## config.mk

```make
export PLATFORM = sky130hd
export DESIGN_NAME = greedy_nearest_free_slot_match_core
export DESIGN_NICKNAME = d
export VERILOG_FILES = /design/src/rtl/gnm_pkg.sv /design/src/rtl/gnm_cell.sv /design/src/rtl/greedy_nearest_free_slot_match_core.sv
export VERILOG_INCLUDE_DIRS = /design/src /design/src/rtl
export SDC_FILE = /design/constraint.sdc
export NUM_CORES = 2
export LEC_CHECK = 0
export ABC_CLOCK_PERIOD_IN_PS = 20300
export BUFFER_PORTS_ARGS = -buffer_cell sky130_fd_sc_hd__buf_2
export CAP_MARGIN = 20
export CORE_MARGIN = 2
export CORE_UTILIZATION = 45
export DETAILED_ROUTE_END_ITERATION = 6
export SLEW_MARGIN = 25
export SYNTH_ARGS = -nofsm -noshare
export SYNTH_HDL_FRONTEND = slang
export SYNTH_SLANG_ARGS = --single-unit
export TNS_END_PERCENT = 30
```

## constraint.sdc

```tcl
create_clock -name clk -period 20.3 [get_ports clk]
set_clock_uncertainty 0.1 [all_clocks]
set_input_delay 1.015 -clock clk [delete_from_list [all_inputs] [get_ports clk]]
set_output_delay 1.015 -clock clk [all_outputs]
set_load 0.01 [all_outputs]
```

## src/rtl/assert_macros.svh

```systemverilog
// Assertion macros shared by the nearest free slot matcher RTL
`ifndef ASSERT_MACROS_SVH
`define ASSERT_MACROS_SVH
`ifndef NO_ASSERTIONS
`define GNM_ASSERT_IMP(label, clk, rst_n, ante, cons) \
  label: assert property (@(posedge clk) disable iff (!rst_n) (ante) |-> (cons)) \
    else $error("assertion failed");
`define GNM_ASSERT_NXT(label, clk, rst_n, ante, cons) \
  label: assert property (@(posedge clk) disable iff (!rst_n) (ante) |=> (cons)) \
    else $error("assertion failed");
`else
`define GNM_ASSERT_IMP(label, clk, rst_n, ante, cons)
`define GNM_ASSERT_NXT(label, clk, rst_n, ante, cons)
`endif
`endif

```

## src/rtl/gnm_pkg.sv

```systemverilog
// Types, sizes and codes shared by the nearest free slot matcher
package gnm_pkg;

  localparam int MAX_STATIONS = 16;
  localparam int POS_BITS     = 20;
  localparam int IDX_BITS     = $clog2(MAX_STATIONS);
  localparam int CNT_BITS     = $clog2(MAX_STATIONS + 1);
  localparam int TOTAL_BITS   = 32;

  localparam logic [TOTAL_BITS-1:0] TOTAL_MAX = {TOTAL_BITS{1'b1}};
  localparam logic [CNT_BITS-1:0]   CNT_MAX   = CNT_BITS'(MAX_STATIONS);

  localparam logic [1:0] FUNC_LOAD  = 2'd0;
  localparam logic [1:0] FUNC_PLACE = 2'd1;
  localparam logic [1:0] FUNC_CLEAR = 2'd2;

  localparam logic [1:0] ST_OK      = 2'd0;
  localparam logic [1:0] ST_NO_FREE = 2'd1;
  localparam logic [1:0] ST_FULL    = 2'd2;

  typedef struct packed {
    logic                act;
    logic                found;
    logic [IDX_BITS-1:0] idx;
    logic [POS_BITS-1:0] gap;
  } search_t;

  typedef struct packed {
    logic                load_en;
    logic [IDX_BITS-1:0] load_idx;
    logic [POS_BITS-1:0] load_pos;
    logic                clear_en;
    logic                mark_en;
    logic [IDX_BITS-1:0] mark_idx;
  } cell_ctrl_t;

endpackage

```

## src/rtl/gnm_cell.sv

```systemverilog
// One station cell: holds a position and used flag, compares the passing search word
module gnm_cell (
  input  logic                          clk,
  input  logic                          rst_n,
  input  logic [gnm_pkg::IDX_BITS-1:0]  cell_idx,
  input  logic                          live,
  input  gnm_pkg::cell_ctrl_t           ctrl,
  input  logic [gnm_pkg::POS_BITS-1:0]  query_pos,
  input  gnm_pkg::search_t              word_in,
  output gnm_pkg::search_t              word_out
);

  logic [gnm_pkg::POS_BITS-1:0] pos_r;
  logic                         used_r;
  logic                         used_nxt;
  gnm_pkg::search_t             word_r;
  gnm_pkg::search_t             word_nxt;
  logic [gnm_pkg::POS_BITS-1:0] cur_gap;

  assign cur_gap = (pos_r > query_pos) ? (pos_r - query_pos) : (query_pos - pos_r);

  always_comb begin
    word_nxt = word_in;
    if (word_in.act && live && !used_r) begin
      if (!word_in.found || (cur_gap < word_in.gap)) begin
        word_nxt.found = 1'b1;
        word_nxt.idx   = cell_idx;
        word_nxt.gap   = cur_gap;
      end
    end
    used_nxt = used_r;
    if (ctrl.clear_en) begin
      used_nxt = 1'b0;
    end else if (ctrl.load_en && (ctrl.load_idx == cell_idx)) begin
      used_nxt = 1'b0;
    end else if (ctrl.mark_en && (ctrl.mark_idx == cell_idx)) begin
      used_nxt = 1'b1;
    end
  end

  always_ff @(posedge clk) begin
    if (!rst_n) begin
      used_r     <= 1'b0;
      word_r.act <= 1'b0;
    end else begin
      used_r     <= used_nxt;
      word_r.act <= word_nxt.act;
    end
    word_r.found <= word_nxt.found;
    word_r.idx   <= word_nxt.idx;
    word_r.gap   <= word_nxt.gap;
    if (ctrl.load_en && (ctrl.load_idx == cell_idx)) begin
      pos_r <= ctrl.load_pos;
    end
  end

  assign word_out = word_r;

endmodule

```

## src/rtl/greedy_nearest_free_slot_match_core.sv

```systemverilog
// Top level of the greedy nearest free slot matcher: command control and cell chain
//
//   port group   direction  handshake            payload
//   command      in         start & !busy        in_func, in_position
//   result       out        out_valid, 1 cycle   out_status, out_slot_index, out_distance,
//                                                out_total_distance, out_queries_placed
//
// Load, clear and unused codes give their result one cycle after acceptance.
// A place registers the search word at the chain head; it then walks the cell chain,
// one station per cycle, then the chosen cell is marked.
// busy is high while a place is in flight; start is ignored then.
// Synchronous active-low reset empties the table; stored positions need no reset.
`include "assert_macros.svh"
module greedy_nearest_free_slot_match_core (
  input  logic                            clk,
  input  logic                            rst_n,
  input  logic                            start,
  output logic                            busy,
  input  logic [1:0]                      in_func,
  input  logic [gnm_pkg::POS_BITS-1:0]    in_position,
  output logic                            out_valid,
  output logic [1:0]                      out_status,
  output logic [gnm_pkg::IDX_BITS-1:0]    out_slot_index,
  output logic [gnm_pkg::POS_BITS-1:0]    out_distance,
  output logic [gnm_pkg::TOTAL_BITS-1:0]  out_total_distance,
  output logic [gnm_pkg::CNT_BITS-1:0]    out_queries_placed
);

  typedef enum logic {S_IDLE, S_SCAN} state_t;

  state_t                          state_r, state_nxt;
  logic [gnm_pkg::CNT_BITS-1:0]    cnt_r, cnt_nxt;
  logic [gnm_pkg::CNT_BITS-1:0]    placed_r, placed_nxt;
  logic [gnm_pkg::TOTAL_BITS-1:0]  total_r, total_nxt;
  logic [gnm_pkg::POS_BITS-1:0]    qpos_r;
  gnm_pkg::search_t                head_r, head_nxt;

  logic                            valid_r, valid_nxt;
  logic [1:0]                      status_r, status_nxt;
  logic [gnm_pkg::IDX_BITS-1:0]    slot_r, slot_nxt;
  logic [gnm_pkg::POS_BITS-1:0]    dist_r, dist_nxt;

  logic                            accept;
  logic [gnm_pkg::TOTAL_BITS:0]    sum;
  gnm_pkg::cell_ctrl_t             ctrl;
  gnm_pkg::search_t                words [gnm_pkg::MAX_STATIONS+1];
  gnm_pkg::search_t                tail;
  logic [gnm_pkg::MAX_STATIONS-1:0] live;

  assign accept = start && (state_r == S_IDLE);
  assign busy   = (state_r != S_IDLE);
  assign tail   = words[gnm_pkg::MAX_STATIONS];
  assign sum    = {1'b0, total_r} + (gnm_pkg::TOTAL_BITS + 1)'(tail.gap);

  always_comb begin
    ctrl.load_en  = accept && (in_func == gnm_pkg::FUNC_LOAD) && (cnt_r < gnm_pkg::CNT_MAX);
    ctrl.load_idx = cnt_r[gnm_pkg::IDX_BITS-1:0];
    ctrl.load_pos = in_position;
    ctrl.clear_en = accept && (in_func == gnm_pkg::FUNC_CLEAR);
    ctrl.mark_en  = (state_r == S_SCAN) && tail.act && tail.found;
    ctrl.mark_idx = tail.idx;
  end

  always_comb begin
    state_nxt    = state_r;
    cnt_nxt      = cnt_r;
    placed_nxt   = placed_r;
    total_nxt    = total_r;
    head_nxt     = '0;
    valid_nxt    = 1'b0;
    status_nxt   = gnm_pkg::ST_OK;
    slot_nxt     = '0;
    dist_nxt     = '0;
    unique case (state_r)
      S_IDLE: begin
        if (accept) begin
          case (in_func)
            gnm_pkg::FUNC_LOAD: begin
              valid_nxt = 1'b1;
              if (cnt_r < gnm_pkg::CNT_MAX) begin
                slot_nxt = cnt_r[gnm_pkg::IDX_BITS-1:0];
                cnt_nxt  = cnt_r + 1'b1;
              end else begin
                status_nxt = gnm_pkg::ST_FULL;
              end
            end
            gnm_pkg::FUNC_PLACE: begin
              head_nxt.act = 1'b1;
              state_nxt    = S_SCAN;
            end
            gnm_pkg::FUNC_CLEAR: begin
              valid_nxt  = 1'b1;
              cnt_nxt    = '0;
              placed_nxt = '0;
              total_nxt  = '0;
            end
            default: begin
              valid_nxt = 1'b1;
            end
          endcase
        end
      end
      S_SCAN: begin
        if (tail.act) begin
          valid_nxt = 1'b1;
          state_nxt = S_IDLE;
          if (tail.found) begin
            slot_nxt   = tail.idx;
            dist_nxt   = tail.gap;
            placed_nxt = placed_r + 1'b1;
            total_nxt  = sum[gnm_pkg::TOTAL_BITS] ? gnm_pkg::TOTAL_MAX
                                                  : sum[gnm_pkg::TOTAL_BITS-1:0];
          end else begin
            status_nxt = gnm_pkg::ST_NO_FREE;
          end
        end
      end
      default: begin
        state_nxt = S_IDLE;
      end
    endcase
  end

  always_ff @(posedge clk) begin
    if (!rst_n) begin
      state_r    <= S_IDLE;
      cnt_r      <= '0;
      placed_r   <= '0;
      total_r    <= '0;
      valid_r    <= 1'b0;
      head_r.act <= 1'b0;
    end else begin
      state_r    <= state_nxt;
      cnt_r      <= cnt_nxt;
      placed_r   <= placed_nxt;
      total_r    <= total_nxt;
      valid_r    <= valid_nxt;
      head_r.act <= head_nxt.act;
    end
    head_r.found <= head_nxt.found;
    head_r.idx   <= head_nxt.idx;
    head_r.gap   <= head_nxt.gap;
    status_r     <= status_nxt;
    slot_r       <= slot_nxt;
    dist_r       <= dist_nxt;
    if (accept && (in_func == gnm_pkg::FUNC_PLACE)) begin
      qpos_r <= in_position;
    end
  end

  assign words[0] = head_r;

  for (genvar i = 0; i < gnm_pkg::MAX_STATIONS; i++) begin : g_cell
    assign live[i] = (cnt_r > gnm_pkg::CNT_BITS'(i));
    gnm_cell u_cell (
      .clk       (clk),
      .rst_n     (rst_n),
      .cell_idx  (gnm_pkg::IDX_BITS'(i)),
      .live      (live[i]),
      .ctrl      (ctrl),
      .query_pos (qpos_r),
      .word_in   (words[i]),
      .word_out  (words[i+1])
    );
  end

  assign out_valid          = valid_r;
  assign out_status         = status_r;
  assign out_slot_index     = slot_r;
  assign out_distance       = dist_r;
  assign out_total_distance = total_r;
  assign out_queries_placed = placed_r;

  `GNM_ASSERT_IMP(a_result_idle, clk, rst_n, out_valid, !busy)
  `GNM_ASSERT_NXT(a_place_busy, clk, rst_n, accept && (in_func == gnm_pkg::FUNC_PLACE), busy)
  `GNM_ASSERT_IMP(a_cnt_bound, clk, rst_n, 1'b1, cnt_r <= gnm_pkg::CNT_MAX)
  `GNM_ASSERT_IMP(a_placed_bound, clk, rst_n, 1'b1, placed_r <= cnt_r)

endmodule

```

==> impl_metrics.json <==
{
  "synth_xor_area_frac": 0.0423,
  "dr_total_vias": 53097,
  "synth_cell_type_count": 89,
  "synthSimpleGateAreaFrac": 0.113,
  "final_common_cell": "ha_1",
  "path_buf_inv": 5,
  "path_max_fanout": 30,
  "htree_levels": 3,
  "cts.clk_slew.worst_paths_ps": 60,
  "placed_area_um2": 65600,
  "dr.pass1.iters": 6,
  "num_rows": 137,
  "synth_compound_area_frac": 0.203,
  "max_freq_mhz": 133,
  "final_nets": 8002,
  "critPathTopFamily": "buffers and inverters",
  "route.met3.wl_um": 17500,
  "cts_setup_buffers": 0,
  "vias_per_cell": 5.91,
  "synth_top_family_by_area": "compound AO/OA/AOI/OAI gates",
  "die_area_um2": 144000,
  "start_kind": "flip-flop",
  "finalHoldViolations": 0,
  "numCtsBuffers": 98,
  "synth_area_per_cell_um2": 9.01,
  "final.min_clock_period_ps": 7540,
  "crit_type": "reg -> reg",
  "power_density_nw_per_um2": 59.1,
  "synth_area_leaders": "ha_1 (18%), edfxtp_1 (16%), dfxtp_1 (15%)",
  "p_leak_nw": 30.8,
  "maxCapViolCount": 0,
  "post-route-period-util": 0.371,
  "path_common_cell": "buf_4",
  "synth_top_area_cell": "ha_1",
  "grt.overflow.total": 0,
  "drt-wirelength-per-cell_um": 24.7,
  "arrival_ps": 8040,
  "post-route-util": 0.495,
  "dieWidth_um": 379,
  "clkLatencyLatePin_ps": 760,
  "p_clk_frac": 0.454,
  "cts.sinks": 828,
  "syn_nets": 8018,
  "hold_buffers": 0,
  "grt_pass1_vias": 49939,
  "power_frac_comb": 0.119,
  "clockRootBuffer": "clkbuf_16",
  "tightest_slew_ps": 1160,
  "wirelength_um": 222000,
  "end_kind": "flip-flop",
  "cts_resized": 0,
  "muxShareOfSynthArea": 0.0656,
  "n_fill_cell": 13224,
  "grt_max_degree": 58,
  "layout-drive-gt1-share": 0.0927,
  "cts_tree": "done",
  "grt_usage": 0.303,
  "slew_violations": 0,
  "grt_pass1_wl_um": 325000,
  "ys.flop_type": "dfxtp_1",
  "areaGrowthSynthToFinish_pct": 9.14,
  "yosys.area.top_type_share": 0.185,
  "antenna_found_initial": 17,
  "final_cell_area_um2": 69100,
  "ir_worst_vdd_mv": 0.0706,
  "detail-route-antenna-nets": 0,
  "critPathSlowestCell": "inv_1",
  "die_h_um": 379,
  "gp_congestion": 0.957,
  "netlist_instances": 7025,
  "drtIter0Drc": 4967,
  "wl_met1_um": 94900,
  "routed-wl-met2_um": 98600,
  "hold_slack_ps": 260,
  "synthesis.area_um2": 63300,
  "cts_buffer_depth": 3,
  "top_layer": "met5",
  "async_flop_share": 0,
  "ys_seq_area_frac": 0.316,
  "fin_tns_setup_ps": 0,
  "synth-edff-count": 340,
  "dp_hpwl_um": 158000,
  "ys.warnings.count": 0,
  "layout_common_cells": "ha_1 (935), inv_1 (785), a21oi_1 (602)",
  "io_buffers": 89,
  "max_slew_margin": 0.228,
  "cp_cell_sequence": "buf_4 -> inv_1 -> buf_4 -> ha_1 -> nand4_1 -> nor4_1 -> nand2_1 -> a31oi_2 -> buf_4 -> a221o_1 -> a221o_1 -> xor2_1 -> ha_1 -> o21a_1 -> o211ai_1 -> o21ai_0 -> a211oi_1 -> o21ai_0 -> a211o_1 -> a21o_1 -> inv_1 -> mux2_2",
  "switching_share": 0.270,
  "synth_seq_cells": 828,
  "status": "completed",
  "setup_violations": 0,
  "rsz0062_at_grt": "no",
  "drc_errors": 0,
  "p_seq_frac": 0.427,
  "switching_power_mw": 1.10,
  "min_path_type": "reg -> reg",
  "initial_core_util": 0.454,
  "critPathMaxStageDelay_ps": 610,
  "synthAdderAreaFrac": 0.195,
  "io_pins": 90,
  "core_area_um2": 140000,
  "p_int_mw": 2.98,
  "worstPathRequired_ps": 20810
}
[synthesized netlist by cell type, types with 167 or more instances]
| cell | count |
|---|---|
| inv_1 | 787 |
| ha_1 | 935 |
| nor2_1 | 318 |
| nand2_1 | 419 |
| mux2_2 | 230 |
| o21ai_0 | 404 |
| clkbuf_1 | 227 |
| a21o_1 | 331 |
| dfxtp_1 | 488 |
| xnor2_1 | 167 |
| a21oi_1 | 605 |
| edfxtp_1 | 340 |
[logic make-up (layout without fill, tap and decap cells)]
group,after synthesis,after routing
other,0,9
adders and majority gates,968,968
DFF,828,828
and+or+nand+nor,1458,1458
AOI/OAI and AO/OA,2001,2001
xor gates and xnor gates,306,306
buffers and inverters,1078,1148
muxes,386,386
[power groups by stage]
stage,Combinational (mW),Clock [mW],Sequential [mW]
after floorplan,0.308,0,1.78
after global placement,0.469,0,1.78
after detailed placement,0.473,0,1.78
after CTS,0.476,1.88,1.74
after global routing,0.527,1.95,1.74
final,0.484,1.86,1.74
[stage by stage]
step	cells	setup slack (ps)	power [mW]
6_report	8980	12760	4.08
5_1_grt	8971	12460	4.22
4_1_cts	8971	12910	4.10
3_5_place_dp	8785	12950	2.25
3_3_place_gp	8785	12920	2.25
2_1_floorplan	7025	12660	2.09
[registers in the layout, indices dropped and copies added (netlist names), 2 cells and up]
| signal | cells |
|---|---|
| cnt_r | 5 |
| g_cell.u_cell.pos_r | 320 |
| g_cell.u_cell.used_r | 16 |
| g_cell.u_cell.word_out | 401 |
| out_distance | 20 |
| out_queries_placed | 5 |
| out_slot_index | 4 |
| out_status | 2 |
| out_total_distance | 32 |
| qpos_r | 20 |
[area by class of cell]
cell class	count	area, µm²	area share
Antenna cell	9	22.5	0.000326
Clock buffer	134	2900	0.0420
Clock inverter	52	504	0.00730
Inverter	788	2960	0.0428
Multi-Input combinational cell	5119	39300	0.569
Sequential cell	828	20000	0.289
Tap cell	1876	2350	0.0340
Timing Repair Buffer	174	1090	0.0158
[metal layers]
| metal | up-vias | GRT usage |
|---|---|---|
| li1 | 24911 | - |
| met1 | 25484 | 0.404 |
| met2 | 2203 | 0.479 |
| met3 | 489 | 0.0491 |
| met4 | 10 | 0.139 |
| met5 | - | 0 |
[worst paths after layout]
path                                  from                       endpoint  slack [ps]  depth (start not counted)
min reg2reg  g_cell[4].u_cell.word_out[22]  g_cell[5].u_cell.word_out[22]         260                          1
min          g_cell[4].u_cell.word_out[22]  g_cell[5].u_cell.word_out[22]         260                          1
max reg2reg                     qpos_r[17]  g_cell[8].u_cell.word_out[18]       12760                         22
max                             qpos_r[17]  g_cell[8].u_cell.word_out[18]       12760                         22
Power figures use the tool's default switching activity.
